File: config.mk
export PLATFORM = sky130hd
export DESIGN_NAME = uart_16550_register_block_flat
export DESIGN_NICKNAME = d
export VERILOG_FILES = /design/src/rtl/u16rb_pkg.sv /design/src/rtl/u16rb_ifs.sv /design/src/rtl/uart_16550_register_block.sv /design/src/rtl/u16rb_ram.sv /design/src/flat_wrapper.sv
export VERILOG_INCLUDE_DIRS = /design/src /design/src/rtl
export SDC_FILE = /design/constraint.sdc
export NUM_CORES = 1
export LEC_CHECK = 0
export BUFFER_PORTS_ARGS = -buffer_cell sky130_fd_sc_hd__buf_4
export CORE_MARGIN = 2
export CORE_UTILIZATION = 50
export CTS_BUF_LIST = sky130_fd_sc_hd__clkbuf_2
export CTS_CLUSTER_SIZE = 25
export DETAILED_ROUTE_END_ITERATION = 10
export GPL_ROUTABILITY_DRIVEN = 0
export PLACE_DENSITY = 0.64
export SLEW_MARGIN = 15
export SYNTH_ARGS = -nofsm -noshare
export SYNTH_HDL_FRONTEND = slang
export SYNTH_SLANG_ARGS = --single-unit
File: constraint.sdc
create_clock -name clk -period 7.9 [get_ports clk]
set_input_delay 0.79 -clock clk [delete_from_list [all_inputs] [get_ports clk]]
set_output_delay 0.79 -clock clk [all_outputs]
set_load 0.005 [all_outputs]
File: src/rtl/uart_16550_register_block_defines.svh
// ----------------------------------------------------------------------------
// UART 16550 register block assertion macros
// Shared concurrent assertion forms, clocked on clk and disabled in reset.
// ----------------------------------------------------------------------------
`ifndef UART_16550_REGISTER_BLOCK_DEFINES_SVH
`define UART_16550_REGISTER_BLOCK_DEFINES_SVH

// Property must hold at every clock edge outside reset.
`define U16RB_ASSERT(label, prop, msg) \
	label: assert property (@(posedge clk) disable iff (!arst_n) (prop)) else $error(msg);

// Antecedent in one cycle implies the consequent in the next cycle.
`define U16RB_ASSERT_NEXT(label, ante, cons, msg) \
	label: assert property (@(posedge clk) disable iff (!arst_n) (ante) |=> (cons)) \
		else $error(msg);

`endif

File: src/rtl/u16rb_pkg.sv
// ----------------------------------------------------------------------------
// UART 16550 register block package
// Commands, register offsets, bit positions, codes and FIFO sizing.
// ----------------------------------------------------------------------------
package u16rb_pkg;

	localparam int FIFO_DEPTH = 16;
	localparam int PTR_W      = (FIFO_DEPTH > 1) ? $clog2(FIFO_DEPTH) : 1;
	localparam int CNT_W      = $clog2(FIFO_DEPTH + 1);

	typedef enum logic [1:0] {
		CMD_READ    = 2'd0,
		CMD_WRITE   = 2'd1,
		CMD_LINE_RX = 2'd2,
		CMD_TX_SLOT = 2'd3
	} cmd_t;

	typedef enum logic [2:0] {
		REG_DATA = 3'd0,
		REG_IER  = 3'd1,
		REG_IIR  = 3'd2,
		REG_LCR  = 3'd3,
		REG_LSR  = 3'd5
	} reg_t;

	localparam int LCR_DLAB_BIT   = 7;
	localparam int IER_RDA_BIT    = 0;
	localparam int IER_THRE_BIT   = 1;
	localparam int FCR_EN_BIT     = 0;
	localparam int FCR_RX_CLR_BIT = 1;
	localparam int FCR_TX_CLR_BIT = 2;

	localparam logic [7:0] IIR_RDA      = 8'h04;
	localparam logic [7:0] IIR_THRE     = 8'h02;
	localparam logic [7:0] IIR_NONE     = 8'h01;
	localparam logic [7:0] IIR_FIFO_ON  = 8'hC0;
	localparam logic [7:0] LSR_DR       = 8'h01;
	localparam logic [7:0] LSR_TX_IDLE  = 8'h60;

	// Control carried from the accept cycle to the memory read cycle.
	typedef struct packed {
		logic [7:0] read_data;
		logic       irq;
		logic       rx_pop;
		logic       tx_pop;
	} s1_t;

endpackage

File: src/rtl/u16rb_ifs.sv
// ----------------------------------------------------------------------------
// UART 16550 register block channels
// Request and response channels with a valid/ready handshake.
// ----------------------------------------------------------------------------
interface u16rb_req_if import u16rb_pkg::*; ();
	logic       valid;
	logic       ready;
	logic [1:0] command;
	logic [2:0] reg_addr;
	logic [7:0] write_data;
	logic [7:0] line_byte;

	modport source (output valid, command, reg_addr, write_data, line_byte, input ready);
	modport sink (input valid, command, reg_addr, write_data, line_byte, output ready);
endinterface

interface u16rb_rsp_if import u16rb_pkg::*; ();
	logic       valid;
	logic       ready;
	logic [7:0] read_data;
	logic       irq_line;
	logic       tx_valid;
	logic [7:0] tx_byte;

	modport source (output valid, read_data, irq_line, tx_valid, tx_byte, input ready);
	modport sink (input valid, read_data, irq_line, tx_valid, tx_byte, output ready);
endinterface

File: src/rtl/uart_16550_register_block.sv
// An accepted request is registered into the memory stage, then the response stage.
// Throughput: one request per cycle while the output is not stalled; each FIFO
// memory takes one write or one read. Pointers, counts and registers update at the
// accept edge, where the memory read is also registered; a response stage parts the
// output handshake. Reset clears pointers, counts and registers; the FIFO memories
// are not cleared and need no clearing pass, since only filled entries are ever read.
// ----------------------------------------------------------------------------
// UART 16550 register block
// Bus registers, receive and transmit FIFOs in RAM, and interrupt logic.
// ----------------------------------------------------------------------------
`include "uart_16550_register_block_defines.svh"

module uart_16550_register_block import u16rb_pkg::*; (
	input logic        clk,
	input logic        arst_n,
	u16rb_req_if.sink  req,
	u16rb_rsp_if.source rsp
);

	localparam logic [CNT_W-1:0] DEPTH_CNT = CNT_W'(FIFO_DEPTH);
	localparam logic [CNT_W-1:0] ONE_CNT   = CNT_W'(1);
	localparam logic [PTR_W-1:0] LAST_PTR  = PTR_W'(FIFO_DEPTH - 1);
	localparam logic [CNT_W:0]   DEPTH_SUM = (CNT_W+1)'(FIFO_DEPTH);

	// Architectural state.
	logic [PTR_W-1:0] rx_head_q, tx_head_q;
	logic [CNT_W-1:0] rx_count_q, tx_count_q;
	logic [3:0]       int_enable_q;
	logic [7:0]       line_control_q, divisor_low_q, divisor_high_q;
	logic             fifo_on_q, thre_pending_q;

	logic [PTR_W-1:0] rx_head_d, tx_head_d;
	logic [CNT_W-1:0] rx_count_d, tx_count_d;
	logic [3:0]       int_enable_d;
	logic [7:0]       line_control_d, divisor_low_d, divisor_high_d;
	logic             fifo_on_d, thre_pending_d;

	// Pipeline.
	s1_t              ctl_d, ctl_s1;
	logic             valid_s1;
	logic             out_valid_q;
	logic [7:0]       read_data_q, tx_byte_q;
	logic             irq_q, tx_valid_q;
	logic             advance, accept;

	// Memory ports.
	logic             rx_we, tx_we, rx_re, tx_re;
	logic [PTR_W-1:0] rx_waddr, tx_waddr;
	logic [7:0]       rx_rdata, tx_rdata;

	logic             dlab, rx_full, tx_full, fcr_on, fcr_clr_tx;
	logic [CNT_W:0]   rx_sum, tx_sum;
	logic [7:0]       iir_val;

	assign advance   = !out_valid_q || rsp.ready;
	assign req.ready = advance || !valid_s1;
	assign accept    = req.valid && req.ready;

	assign dlab    = line_control_q[LCR_DLAB_BIT];
	assign rx_full = fifo_on_q ? (rx_count_q == DEPTH_CNT) : (rx_count_q != '0);
	assign tx_full = fifo_on_q ? (tx_count_q == DEPTH_CNT) : (tx_count_q != '0);

	// Tail address is (head + count) modulo the depth.
	assign rx_sum   = (CNT_W+1)'(rx_head_q) + {1'b0, rx_count_q};
	assign tx_sum   = (CNT_W+1)'(tx_head_q) + {1'b0, tx_count_q};
	assign rx_waddr = (rx_sum >= DEPTH_SUM) ? PTR_W'(rx_sum - DEPTH_SUM) : PTR_W'(rx_sum);
	assign tx_waddr = (tx_sum >= DEPTH_SUM) ? PTR_W'(tx_sum - DEPTH_SUM) : PTR_W'(tx_sum);

	assign fcr_on     = req.write_data[FCR_EN_BIT];
	assign fcr_clr_tx = (fcr_on != fifo_on_q) || req.write_data[FCR_TX_CLR_BIT];

	always_comb begin
		rx_head_d      = rx_head_q;
		rx_count_d     = rx_count_q;
		tx_head_d      = tx_head_q;
		tx_count_d     = tx_count_q;
		int_enable_d   = int_enable_q;
		line_control_d = line_control_q;
		divisor_low_d  = divisor_low_q;
		divisor_high_d = divisor_high_q;
		fifo_on_d      = fifo_on_q;
		thre_pending_d = thre_pending_q;
		ctl_d          = '0;
		rx_we          = 1'b0;
		tx_we          = 1'b0;
		iir_val        = IIR_NONE;

		case (req.command)
			CMD_READ: begin
				case (req.reg_addr)
					REG_DATA: begin
						if (dlab) begin
							ctl_d.read_data = divisor_low_q;
						end else if (rx_count_q != '0) begin
							ctl_d.rx_pop = 1'b1;
							rx_head_d    = (rx_head_q == LAST_PTR) ? '0 : rx_head_q + 1'b1;
							rx_count_d   = rx_count_q - ONE_CNT;
						end
					end
					REG_IER: begin
						ctl_d.read_data = dlab ? divisor_high_q : {4'b0, int_enable_q};
					end
					REG_IIR: begin
						if (int_enable_q[IER_RDA_BIT] && rx_count_q != '0) begin
							iir_val = IIR_RDA;
						end else if (int_enable_q[IER_THRE_BIT] && thre_pending_q) begin
							// Reporting transmit-empty acknowledges it.
							iir_val        = IIR_THRE;
							thre_pending_d = 1'b0;
						end
						ctl_d.read_data = fifo_on_q ? (iir_val | IIR_FIFO_ON) : iir_val;
					end
					REG_LCR: begin
						ctl_d.read_data = line_control_q;
					end
					REG_LSR: begin
						ctl_d.read_data = ((rx_count_q != '0) ? LSR_DR : 8'h00)
							| ((tx_count_q == '0) ? LSR_TX_IDLE : 8'h00);
					end
					default: begin
					end
				endcase
			end
			CMD_WRITE: begin
				case (req.reg_addr)
					REG_DATA: begin
						if (dlab) begin
							divisor_low_d = req.write_data;
						end else begin
							if (!tx_full) begin
								tx_we      = 1'b1;
								tx_count_d = tx_count_q + ONE_CNT;
							end
							thre_pending_d = 1'b0;
						end
					end
					REG_IER: begin
						if (dlab) begin
							divisor_high_d = req.write_data;
						end else begin
							int_enable_d = req.write_data[3:0];
							if (req.write_data[IER_THRE_BIT] && tx_count_q == '0) begin
								thre_pending_d = 1'b1;
							end
						end
					end
					REG_IIR: begin
						// A change of the enable bit clears both FIFOs.
						if ((fcr_on != fifo_on_q) || req.write_data[FCR_RX_CLR_BIT]) begin
							rx_head_d  = '0;
							rx_count_d = '0;
						end
						if (fcr_clr_tx) begin
							if (tx_count_q != '0) begin
								thre_pending_d = 1'b1;
							end
							tx_head_d  = '0;
							tx_count_d = '0;
						end
						fifo_on_d = fcr_on;
					end
					REG_LCR: begin
						line_control_d = req.write_data;
					end
					default: begin
					end
				endcase
			end
			CMD_LINE_RX: begin
				if (!rx_full) begin
					rx_we      = 1'b1;
					rx_count_d = rx_count_q + ONE_CNT;
				end
			end
			default: begin
				if (tx_count_q != '0) begin
					ctl_d.tx_pop = 1'b1;
					tx_head_d    = (tx_head_q == LAST_PTR) ? '0 : tx_head_q + 1'b1;
					tx_count_d   = tx_count_q - ONE_CNT;
					if (tx_count_q == ONE_CNT) begin
						thre_pending_d = 1'b1;
					end
				end
			end
		endcase

		ctl_d.irq = (int_enable_d[IER_RDA_BIT] && rx_count_d != '0)
			|| (int_enable_d[IER_THRE_BIT] && thre_pending_d);
	end

	// Only one request touches a FIFO per cycle, so a read and a write of the
	// same memory never meet in one cycle and no forwarding is needed.
	assign rx_re = accept && ctl_d.rx_pop;
	assign tx_re = accept && ctl_d.tx_pop;

	u16rb_ram #(.WIDTH(8), .DEPTH(FIFO_DEPTH)) u_rx_ram (
		.clk   (clk),
		.we    (accept && rx_we),
		.waddr (rx_waddr),
		.wdata (req.line_byte),
		.re    (rx_re),
		.raddr (rx_head_q),
		.rdata (rx_rdata)
	);

	u16rb_ram #(.WIDTH(8), .DEPTH(FIFO_DEPTH)) u_tx_ram (
		.clk   (clk),
		.we    (accept && tx_we),
		.waddr (tx_waddr),
		.wdata (req.write_data),
		.re    (tx_re),
		.raddr (tx_head_q),
		.rdata (tx_rdata)
	);

	always_ff @(posedge clk or negedge arst_n) begin
		if (!arst_n) begin
			rx_head_q      <= '0;
			rx_count_q     <= '0;
			tx_head_q      <= '0;
			tx_count_q     <= '0;
			int_enable_q   <= '0;
			line_control_q <= '0;
			divisor_low_q  <= '0;
			divisor_high_q <= '0;
			fifo_on_q      <= 1'b0;
			thre_pending_q <= 1'b0;
			valid_s1       <= 1'b0;
			out_valid_q    <= 1'b0;
		end else begin
			if (accept) begin
				rx_head_q      <= rx_head_d;
				rx_count_q     <= rx_count_d;
				tx_head_q      <= tx_head_d;
				tx_count_q     <= tx_count_d;
				int_enable_q   <= int_enable_d;
				line_control_q <= line_control_d;
				divisor_low_q  <= divisor_low_d;
				divisor_high_q <= divisor_high_d;
				fifo_on_q      <= fifo_on_d;
				thre_pending_q <= thre_pending_d;
			end
			if (req.ready) begin
				valid_s1 <= req.valid;
			end
			if (advance) begin
				out_valid_q <= valid_s1;
			end
		end
	end

	// Payload registers.
	always_ff @(posedge clk) begin
		if (accept) begin
			ctl_s1 <= ctl_d;
		end
		if (advance && valid_s1) begin
			read_data_q <= ctl_s1.rx_pop ? rx_rdata : ctl_s1.read_data;
			irq_q       <= ctl_s1.irq;
			tx_valid_q  <= ctl_s1.tx_pop;
			tx_byte_q   <= ctl_s1.tx_pop ? tx_rdata : 8'h00;
		end
	end

	assign rsp.valid     = out_valid_q;
	assign rsp.read_data = read_data_q;
	assign rsp.irq_line  = irq_q;
	assign rsp.tx_valid  = tx_valid_q;
	assign rsp.tx_byte   = tx_byte_q;

	`U16RB_ASSERT(a_rx_count_range, rx_count_q <= DEPTH_CNT, "receive count beyond depth")
	`U16RB_ASSERT(a_holding_reg, fifo_on_q || (rx_count_q <= ONE_CNT && tx_count_q <= ONE_CNT),
		"more than one byte held with FIFOs disabled")
	`U16RB_ASSERT(a_stall_blocks, !(valid_s1 && !advance && req.ready),
		"request taken while the memory stage is stalled")
	`U16RB_ASSERT_NEXT(a_tx_pop_count, accept && ctl_d.tx_pop,
		tx_count_q == $past(tx_count_q) - ONE_CNT, "transmit pop did not lower the count")
	`U16RB_ASSERT_NEXT(a_tx_drain_thre, accept && ctl_d.tx_pop && tx_count_q == ONE_CNT,
		thre_pending_q, "transmit FIFO drained without transmit-empty pending")

endmodule

File: src/rtl/u16rb_ram.sv
// ----------------------------------------------------------------------------
// Generic RAM
// One write port and one read port; read data is registered and holds
// while no read is issued.
// ----------------------------------------------------------------------------
module u16rb_ram #(
	parameter int WIDTH = 8,
	parameter int DEPTH = 16,
	localparam int AW   = (DEPTH > 1) ? $clog2(DEPTH) : 1
) (
	input  logic             clk,
	input  logic             we,
	input  logic [AW-1:0]    waddr,
	input  logic [WIDTH-1:0] wdata,
	input  logic             re,
	input  logic [AW-1:0]    raddr,
	output logic [WIDTH-1:0] rdata
);

	logic [WIDTH-1:0] mem [DEPTH];

	always_ff @(posedge clk) begin
		if (we) begin
			mem[waddr] <= wdata;
		end
		if (re) begin
			rdata <= mem[raddr];
		end
	end

endmodule
File: src/flat_wrapper.sv
// flat-port wrapper written by rule: the top's interface ports become plain ports
module uart_16550_register_block_flat import u16rb_pkg::*;
  (clk, arst_n, req_valid, req_command, req_reg_addr, req_write_data, req_line_byte, req_ready, rsp_valid, rsp_read_data, rsp_irq_line, rsp_tx_valid, rsp_tx_byte, rsp_ready);
  u16rb_req_if req_i ();
  u16rb_rsp_if rsp_i ();
  input logic clk;
  input logic arst_n;
  input wire logic [$bits(req_i.valid)-1:0] req_valid;
  input wire logic [$bits(req_i.command)-1:0] req_command;
  input wire logic [$bits(req_i.reg_addr)-1:0] req_reg_addr;
  input wire logic [$bits(req_i.write_data)-1:0] req_write_data;
  input wire logic [$bits(req_i.line_byte)-1:0] req_line_byte;
  output wire logic [$bits(req_i.ready)-1:0] req_ready;
  output wire logic [$bits(rsp_i.valid)-1:0] rsp_valid;
  output wire logic [$bits(rsp_i.read_data)-1:0] rsp_read_data;
  output wire logic [$bits(rsp_i.irq_line)-1:0] rsp_irq_line;
  output wire logic [$bits(rsp_i.tx_valid)-1:0] rsp_tx_valid;
  output wire logic [$bits(rsp_i.tx_byte)-1:0] rsp_tx_byte;
  input wire logic [$bits(rsp_i.ready)-1:0] rsp_ready;
  assign req_i.valid = req_valid;
  assign req_i.command = req_command;
  assign req_i.reg_addr = req_reg_addr;
  assign req_i.write_data = req_write_data;
  assign req_i.line_byte = req_line_byte;
  assign req_ready = req_i.ready;
  assign rsp_valid = rsp_i.valid;
  assign rsp_read_data = rsp_i.read_data;
  assign rsp_irq_line = rsp_i.irq_line;
  assign rsp_tx_valid = rsp_i.tx_valid;
  assign rsp_tx_byte = rsp_i.tx_byte;
  assign rsp_i.ready = rsp_ready;
  uart_16550_register_block u_core (.clk(clk), .arst_n(arst_n), .req(req_i), .rsp(rsp_i));
endmodule
==> metrics.md, run 1 <==
| Metric | Value |
|---|---|
| Run status | `finished clean` |
| Setup Skew | `122.2 ps` |
| Final Cycle Share | `41.61%` |
| CP Max Fanout | `9` |
| Clock transition at the registers of the reported paths | `110 ps` |
| Multiplexer area fraction after synthesis | `12.32%` |
| Largest family of logic cells by synthesized area | `multiplexers` |
| Post-Synth Adder-Cell Area | `1.443%` |
| Share of cells above drive strength 1 | `25.97%` |
| Core ar. | `0.02948 sq mm` |
| Io pins | `45` |
| CP max-delay cell | `nor2_1` |
| Final Hold Fails | `0` |
| Startpoint Class | `flop` |
| RSZ-0062 raised after global routing | `false` |
| Via density per instance | `5.772` |
| Syn avg cell area | `15.75 sq um` |
| Port bufs | `44` |
| Total power | `4.314 mW` |
| Total power per unit cell area | `263.7 mW/mm^2` |
| Commonest non-fill, non-tap cells in the layout | `edfxtp_1, clkbuf_2, nand2_1` |
| Pleak | `5.730 nW` |
| TritonCTS clock tree | `built` |
| Maximum vdd drop | `0.1416 mV` |
| Drt pass-1 iters | `5` |
| Num CTS Buffers | `88` |
| Top FF cell, synth | `edfxtp_1` |
| Gate Count Post-Synth | `947` |
| CP cell instances | `inv_1 -> ha_1 -> or3b_1 -> a211oi_2 -> nand2_1 -> or3_1 -> nor2_1` |
| Slew HR | `29.95%` |
| Max clock buf depth | `3` |
| Synth Net Count | `988` |
| Final count of negative-setup-slack endpoints | `0` |
| HPWL after DPL | `21.30 mm` |
| Worst-margin pin slew | `1049 ps` |
| Die Wd | `176.7 um` |
| Synth Area in XOR/XNOR | `0.7045%` |
| Finished Layout Cells | `1496` |
| Commonest non-fill, non-tap cell in the layout | `edfxtp_1` |
| Gr ovfl total | `0` |
| DRC | `0` |
| Max incr delay on CP | `600 ps` |
| Largest net degree at the start of global routing | `54` |
| Routed Antenna Nets | `0` |
| Clock tree root buffer cell | `clkbuf_2` |
| WP data arrival | `3760 ps` |
| Vias in the first global route | `8596` |
| Final instance area | `0.01636 sq mm` |
| #FFs+latches synth | `351` |
| Area Growth Syn to Fin | `9.670%` |
| Setup TNS | `0 ps` |
| First-pass GRT wire length | `50.25 mm` |
| Worst EP required | `8370 ps` |
| Ranking of synthesized cells by area | `edfxtp_1, dfrtp_1, mux4_2, mux2_2, mux2i_1` |
| Die area | `0.03123 sq mm` |
| CTS Sinks | `351` |
| GRT Util Overall | `21.60%` |
| HP Class | `in -> reg` |
| Fin. max-slew vios | `0` |
| Max-cap check violation count | `0` |
| Post-place instance area | `0.01557 sq mm` |
| Routed WL | `32.70 mm` |
| Initial antenna violation count | `1` |
| Critical path endpoint category | `flop` |
| Synth unique cells | `67` |
| YS warnings | `0` |
| Hold_ws | `152.5 ps` |
| Die Y | `176.7 um` |
| Htree depth | `3` |
| Compound-Gate Fraction of Synth Area | `7.590%` |
| Starting Density | `50.60%` |
| Register area share after synthesis | `68.98%` |
| Number of synthesized flops with an enable pin | `301` |
| Initial DRC Count | `726` |
| Fillers | `2389` |
| Yosys top cell by area | `edfxtp_1` |
| Crit Path Class | `reg -> reg` |
| Simple-Gate Fraction of Synth Area | `7.314%` |
| Placed cells | `1341` |
| Via count | `8635` |
| Synth top area share | `60.59%` |
| Clock Latency Late Sink | `950 ps` |
| Cell Rows | `63` |
| Cell area after synthesis | `0.01492 sq mm` |
| Crit path time final | `3287 ps` |
| WL/cell | `21.86 um` |
| NumNets Final | `1083` |
| FFs w/ async S/R, synth | `14.25%` |
| Fmax | `304.2 MHz` |
| CTS resizes | `0` |
path summary, 6_finish.rpt:
check	cells past startpoint	to	slack, ps	start
min in group asynchronous	2	u_core.line_control_q[2]	490	arst_n
worst min register to register	0	u_core.rsp.irq_line	460	u_core.ctl_s1[2]
worst max-delay path	7	u_core.u_rx_ram.mem[8][5]	4610	u_core.rx_count_q[0]
worst min-delay path	1	u_core.u_rx_ram.mem[6][0]	150	req_line_byte[0]
worst max register to register	7	u_core.u_rx_ram.mem[8][5]	4610	u_core.rx_count_q[0]
max in group asynchronous	2	u_core.tx_head_q[0]	6910	arst_n
cells in the mapped netlist, types with 13 or more instances:
master and instances:
nand3_1 17, o21ai_0 45, mux2_2 52, a22oi_1 17
mux2i_1 52, a221oi_1 20, nor2_1 51, edfxtp_1 301
nand2_1 68, mux4_2 32, a21oi_1 29, ha_1 14
clkbuf_1 22, buf_2 20, dfrtp_1 50, and2_1 13
cell families (layout without fill, tap and decap cells):
| group | count (synthesis) | in the layout |
|---|---|---|
| flip-flops | 351 | 351 |
| other | 0 | 1 |
| adder cells (fa/ha/maj) | 16 | 16 |
| AO/OA/AOI/OAI | 167 | 167 |
| AND/OR/NAND/NOR | 207 | 207 |
| buffers and inverters | 57 | 215 |
| multiplexers | 137 | 137 |
| XOR/XNOR | 12 | 12 |
cell type report:
class | instances | area (sq um) | area share (%)
Tap cell | 390 | 488.0 | 2.983
Clock buffer | 130 | 650.6 | 3.977
Clock inverter | 23 | 122.6 | 0.7495
Sequential cell | 351 | 10290 | 62.91
Multi-Input combinational cell | 539 | 4382 | 26.78
Timing Repair Buffer | 50 | 377.9 | 2.310
Inverter | 12 | 45.04 | 0.2753
Antenna cell | 1 | 2.502 | 0.01530
state kept, by name, summed over array words and instances, names as in the netlist, 5 cells and up:
name and count:
u_core.u_rx_ram.rdata 8, u_core.divisor_low_q 8, u_core.tx_count_q 5, u_core.rsp.read_data 8, u_core.u_rx_ram.mem 128, u_core.ctl_s1 11
u_core.rx_count_q 5, u_core.u_tx_ram.rdata 8, u_core.line_control_q 8, u_core.u_tx_ram.mem 128, u_core.rsp.tx_byte 8, u_core.divisor_high_q 8
metal layers:
layer  vias up  GRT usage (%)  part of all wire (%)
li1       3973              -                     -
met1      4324          30.21                    45
met2       289          34.29                    48
met3        49          4.532                   5.8
met4         0          6.646                   2.0
met5         -              0                     0
timing repair:
action                     in CTS  in global routing
setup buffers                   0                  0
hold buffers                    1                  0
setup endpoints to repair       0                  0
hold endpoints to repair       50                  0
metrics by stage:
stage	utilization, %	setup slack [ps]
6_report	55.50	4613
5_1_grt	55.50	4352
3_3_place_gp	52.83	4060
2_1_floorplan	-	5042
4_1_cts	55.49	4589
3_5_place_dp	52.83	3890
report_power, final:
group          leakage [nW]  switching, mW  internal [mW]  total, mW
clock network         0.589          0.704          0.444       1.15
logic                  1.76          0.535          0.402      0.938
registers              3.38          0.116           2.11       2.23
total                  5.73           1.35           2.96       4.31
worst max-delay path, delay by kind of cell (launching register included):
| family | cells | cell delay [ps] |
|---|---|---|
| AND/OR/NAND/NOR | 4 | 1550 |
| flip-flops | 1 | 500 |
| adder cells (fa/ha/maj) | 1 | 290 |
| AO/OA/AOI/OAI | 1 | 450 |
| buffers and inverters | 1 | 130 |
(Power assumes the default switching activity.)
==> run 2: changes to the inputs <==
- PLACE_DENSITY: 0.64 -> 0.67
- clock period: 7.9 -> 2.7 ns (I/O delays scaled with it)
==> metrics.md, run 2 (synthesis gave the netlist of run 1 again) <==
| Metric | Value |
|---|---|
| Maximum vdd drop | `0.3322 mV` |
| Post-CTS setup buffers | `0` |
| Clock transition at the registers of the reported paths | `120 ps` |
| CP Max Fanout | `8` |
| FF-to-FF path depth | `8` |
| Area Growth Syn to Fin | `15.32%` |
| FF-to-FF End | `u_core.u_tx_ram.mem[8][1]` |
| Fillers | `2419` |
| DR top layer | `met4` |
| Commonest non-fill, non-tap cells in the layout | `edfxtp_1, buf_4, clkbuf_2` |
| Share of cells above drive strength 1 | `29.79%` |
| Worst EP required | `3240 ps` |
| Critical path endpoint category | `flop` |
| WHS Path Cells | `2` |
| Crit path time final | `2535 ps` |
| DRC | `0` |
| First-pass GRT wire length | `51.99 mm` |
| Routed Antenna Nets | `0` |
| RSZ-0062 raised after global routing | `false` |
| NumNets Final | `1178` |
| Gr ovfl total | `0` |
| WP data arrival | `3070 ps` |
| Setup TNS | `0 ps` |
| Fmax | `394.4 MHz` |
| Worst-margin pin slew | `572.9 ps` |
| Die Y | `176.7 um` |
| CP cell instances | `inv_1 -> ha_1 -> or3b_4 -> a2111oi_4 -> nor2b_4 -> nand2b_1 -> nor2_1 -> buf_4` |
| Met1 Routed Length | `14.54 mm` |
| Max clock buf depth | `3` |
| Port bufs | `44` |
| Hold wc startpoint | `req_line_byte[0]` |
| Via count | `9124` |
| Routed wl met3 | `2.112 mm` |
| Startpoint Class | `flop` |
| WL/cell | `21.30 um` |
| Htree depth | `3` |
| Via density per instance | `5.717` |
| Initial DRC Count | `751` |
| Initial antenna violation count | `2` |
| Starting Density | `50.60%` |
| CP max-delay cell | `or3b_4` |
| Cell Rows | `63` |
| Vias in the first global route | `9178` |
| Final Cycle Share | `93.91%` |
| Max incr delay on CP | `410 ps` |
| Crit-path leading delay family | `simple AND/OR/NAND/NOR gates` |
| Clock Latency Late Sink | `900 ps` |
| Core ar. | `0.02948 sq mm` |
| Final Hold Fails | `0` |
| R2r setup slk | `160 ps` |
| Total power per unit cell area | `747.1 mW/mm^2` |
| Run status | `finished clean` |
| Io pins | `45` |
| HP Class | `in -> reg` |
| Setup Skew | `69.83 ps` |
| Largest regs | `u_core.u_rx_ram.mem: 128 flops, u_core.u_tx_ram.mem: 128 flops, u_core.ctl_s1: 11 flops` |
| Drt pass-1 iters | `6` |
| Commonest non-fill, non-tap cell in the layout | `edfxtp_1` |
| Largest net degree at the start of global routing | `54` |
| Crit Path Class | `reg -> reg` |
| Pleak | `6.212 nW` |
| Critical R2R Launch | `u_core.tx_count_q[1]` |
| Total power | `12.85 mW` |
| Max-cap check violation count | `0` |
| Met2 WL post-DR | `16.25 mm` |
| TritonCTS clock tree | `built` |
| GRT Util Overall | `22.27%` |
| Num CTS Buffers | `86` |
| Routed WL | `34.00 mm` |
| Slew HR | `61.28%` |
| Critical path buffers and inverters | `2` |
| Die area | `0.03123 sq mm` |
| WHS Endpoint | `u_core.u_rx_ram.mem[0][0]` |
| Clock tree root buffer cell | `clkbuf_2` |
| Fin. max-slew vios | `0` |
| CTS Sinks | `351` |
| Die Wd | `176.7 um` |
| HPWL after DPL | `22.21 mm` |
| Final count of negative-setup-slack endpoints | `0` |
## run 2: what timing repair did
item	in CTS	in global routing
setup endpoints to repair	0	129
hold buffers	27	0
hold endpoints to repair	366	0
gates resized for setup	0	6
## run 2: through the flow
| step | instances | instance area [sq um] | hold slack [ps] | setup WS, ps | utilization, % |
|---|---|---|---|---|---|
| 3_3_place_gp | 1412 | 16120 | 358.8 | 117.3 | 54.68 |
| 5_1_grt | 1596 | 17200 | 172.2 | 5.357 | 58.36 |
| 3_5_place_dp | 1412 | 16120 | 372.5 | 79.46 | 54.68 |
| 6_report | 1596 | 17200 | 234.9 | 164.6 | 58.36 |
| 2_1_floorplan | 947 | 14920 | -25.59 | 36.02 | - |
| 4_1_cts | 1595 | 17170 | 155.0 | 26.24 | 58.25 |
## run 2: layer usage
layer | track usage (%) | up-vias
met4 | 10.16 | 0
li1 | - | 4152
met1 | 29.87 | 4567
met3 | 4.575 | 66
met2 | 35.25 | 339
met5 | 0 | -
## run 2: power breakdown
part	switching (mW)	total, mW	internal [mW]
Sequential	0.198	6.38	6.18
Clock	2.14	3.35	1.21
Combinational	1.78	3.12	1.35
Total	4.12	12.9	8.73
## run 2: how the worst max path moves through the flow
stage                         startpoint                        end  slack [ps]  cells after the start
global placement    u_core.tx_count_q[0]  u_core.u_tx_ram.mem[1][6]         120                      8
CTS                 u_core.tx_count_q[1]  u_core.u_tx_ram.mem[9][2]          30                      8
detailed placement  u_core.tx_count_q[0]  u_core.u_tx_ram.mem[5][5]          80                      8
global route        u_core.rx_count_q[0]  u_core.u_rx_ram.mem[4][3]           5                      8
finish              u_core.tx_count_q[1]  u_core.u_tx_ram.mem[8][1]         160                      8
floorplan           u_core.rx_count_q[0]  u_core.u_rx_ram.mem[0][0]          40                      7
## run 2: cell type report
class | count | area, sq um | area share, %
Sequential cell | 351 | 10290 | 59.83
Inverter | 12 | 45.04 | 0.2618
Tap cell | 390 | 488.0 | 2.836
Clock buffer | 116 | 580.6 | 3.375
Multi-Input combinational cell | 539 | 4409 | 25.63
Clock inverter | 40 | 185.2 | 1.076
Antenna cell | 1 | 2.502 | 0.01455
Timing Repair Buffer | 147 | 1201 | 6.982
==> run 3: changes to the inputs <==
- GPL_TIMING_DRIVEN: not set -> 0
==> metrics.md, run 3 (synthesis gave the netlist of run 1 again) <==
| Metric | Value |
|---|---|
| Setup crit end | `u_core.u_tx_ram.mem[1][4]` |
| WP data arrival | `3210 ps` |
| Drt pass-1 iters | `5` |
| Crit path time final | `2677 ps` |
| Port bufs | `43` |
| Met2 WL post-DR | `16.67 mm` |
| WL/cell | `21.47 um` |
| Commonest non-fill, non-tap cell in the layout | `edfxtp_1` |
| Die Y | `176.7 um` |
| R2r setup slk | `20 ps` |
| Maximum vdd drop | `0.4374 mV` |
| CP Max Fanout | `7` |
| DP Worst Slack | `-546.9 ps` |
| Cell Rows | `63` |
| Final Cycle Share | `99.16%` |
| CP startpoint | `u_core.tx_count_q[0]` |
| Final Hold Fails | `0` |
| Fillers | `2353` |
| Hold_ws | `56.55 ps` |
| Num CTS Buffers | `89` |
| Final WS setup | `22.66 ps` |
| Post-layout util | `58.98%` |
| Htree depth | `3` |
| Routed WL | `33.88 mm` |
| Initial DRC Count | `749` |
| Starting Density | `50.60%` |
| FF-to-FF End | `u_core.u_tx_ram.mem[1][4]` |
| Run status | `finished clean` |
| HPWL after DPL | `21.96 mm` |
| Critical path endpoint category | `flop` |
| Io pins | `45` |
| Gr ovfl total | `0` |
| Share of cells above drive strength 1 | `31.09%` |
| Critical R2R Launch | `u_core.tx_count_q[0]` |
| First-pass GRT wire length | `52.38 mm` |
| Core ar. | `0.02948 sq mm` |
| Crit Path Class | `reg -> reg` |
| Slew HR | `25.91%` |
| Die area | `0.03123 sq mm` |
| Commonest non-fill, non-tap cells in the layout | `edfxtp_1, clkbuf_2, nand2_1` |
| Initial antenna violation count | `1` |
| Vias in the first global route | `8997` |
| Via count | `9001` |
| WHS Path Cells | `5` |
| Total power per unit cell area | `772.0 mW/mm^2` |
| Clock transition at the registers of the reported paths | `90 ps` |
| Worst-margin pin slew | `1111 ps` |
| Largest regs | `u_core.u_rx_ram.mem: 128 flops, u_core.u_tx_ram.mem: 128 flops, u_core.ctl_s1: 11 flops` |
| HP Class | `in -> reg` |
| NumNets Final | `1167` |
| Clock tree root buffer cell | `clkbuf_2` |
| Area Growth Syn to Fin | `16.56%` |
| Pleak | `6.097 nW` |
| TritonCTS clock tree | `built` |
| Final count of negative-setup-slack endpoints | `0` |
| GRT Util Overall | `22.46%` |
| FF-to-FF path depth | `8` |
| Max clock buf depth | `3` |
| Routed Antenna Nets | `0` |
| Met1 Routed Length | `13.96 mm` |
| DRC | `0` |
| Fmax | `373.5 MHz` |
| Die Wd | `176.7 um` |
| Worst EP required | `3230 ps` |
| Setup TNS | `0 ps` |
| Setup Skew | `85.61 ps` |
| Via density per instance | `5.704` |
| CTS Sinks | `351` |
| DR top layer | `met4` |
| Startpoint Class | `flop` |
| Clock Latency Late Sink | `900 ps` |
| Largest net degree at the start of global routing | `51` |
| Max-cap check violation count | `0` |
| Fin. max-slew vios | `0` |
| Routed wl met3 | `2.404 mm` |
-- run 3: cell count changes in the layout (fill, tap and decap cells not counted), sizes merged --
cell | previous run | this run
buf | 121 | 85
clkbuf | 116 | 148
clkinv | 35 | 22
bufinv | 0 | 2
inv | 14 | 12
clkinvlp | 3 | 2
-- run 3: layout make-up --
cell class | instances | area, sq um | share of cell area (%)
Sequential cell | 351 | 10290 | 59.20
Clock inverter | 26 | 172.7 | 0.9929
Inverter | 12 | 51.30 | 0.2950
Antenna cell | 1 | 2.502 | 0.01439
Tap cell | 390 | 488.0 | 2.806
Timing Repair Buffer | 89 | 828.3 | 4.763
Multi-Input combinational cell | 539 | 4722 | 27.15
Buffer | 44 | 198.9 | 1.144
Clock buffer | 126 | 630.6 | 3.626
-- run 3: report_power, final --
part           total, mW  switching (mW)  internal, mW
Sequential          6.39           0.207          6.19
Combinational       3.49            2.09          1.39
Clock               3.54            2.09          1.45
Total               13.4            4.39          9.03
-- run 3: what timing repair did --
action | CTS | global route
setup endpoints to repair | 256 | 224
hold endpoints to repair | 346 | 0
hold buffers | 27 | 0
pin swaps | 15 | 7
setup buffers | 13 | 5
gates resized for setup | 80 | 11
-- run 3: critical path, stage by stage, from the launching register on --
cell	delay, ps
dfrtp_2	430
inv_2	100
ha_4	150
or3b_4	390
a2111oi_4	490
nor2b_4	300
nand2_4	130
nor2_4	170
buf_12	140
-- run 3: metal layers --
layer  GRT usage [%]  vias up
met5               0        -
met4           7.610        0
met3           4.790       60
met2           36.34      366
met1           30.44     4454
li1                -     4121
-- run 3: metrics by stage --
step	std cells	total power, mW	instance area, sq um
after CTS	1573	13.39	17310
after global placement	1380	9.371	15730
after detailed placement	1381	9.432	15740
final	1578	13.42	17390
after floorplan	947	8.565	14920
after global routing	1578	14.15	17390
-- run 3: worst min-delay path by stage --
stage                         start                        to  slack (ps)
global placement             arst_n   u_core.divisor_low_q[1]         350
global route        req_reg_addr[0]       u_core.rx_head_q[0]          40
CTS                 req_reg_addr[0]       u_core.rx_head_q[0]           2
floorplan                    arst_n  u_core.divisor_high_q[0]         -30
detailed placement           arst_n   u_core.divisor_low_q[1]         350
finish              req_reg_addr[0]    u_core.int_enable_q[1]          60
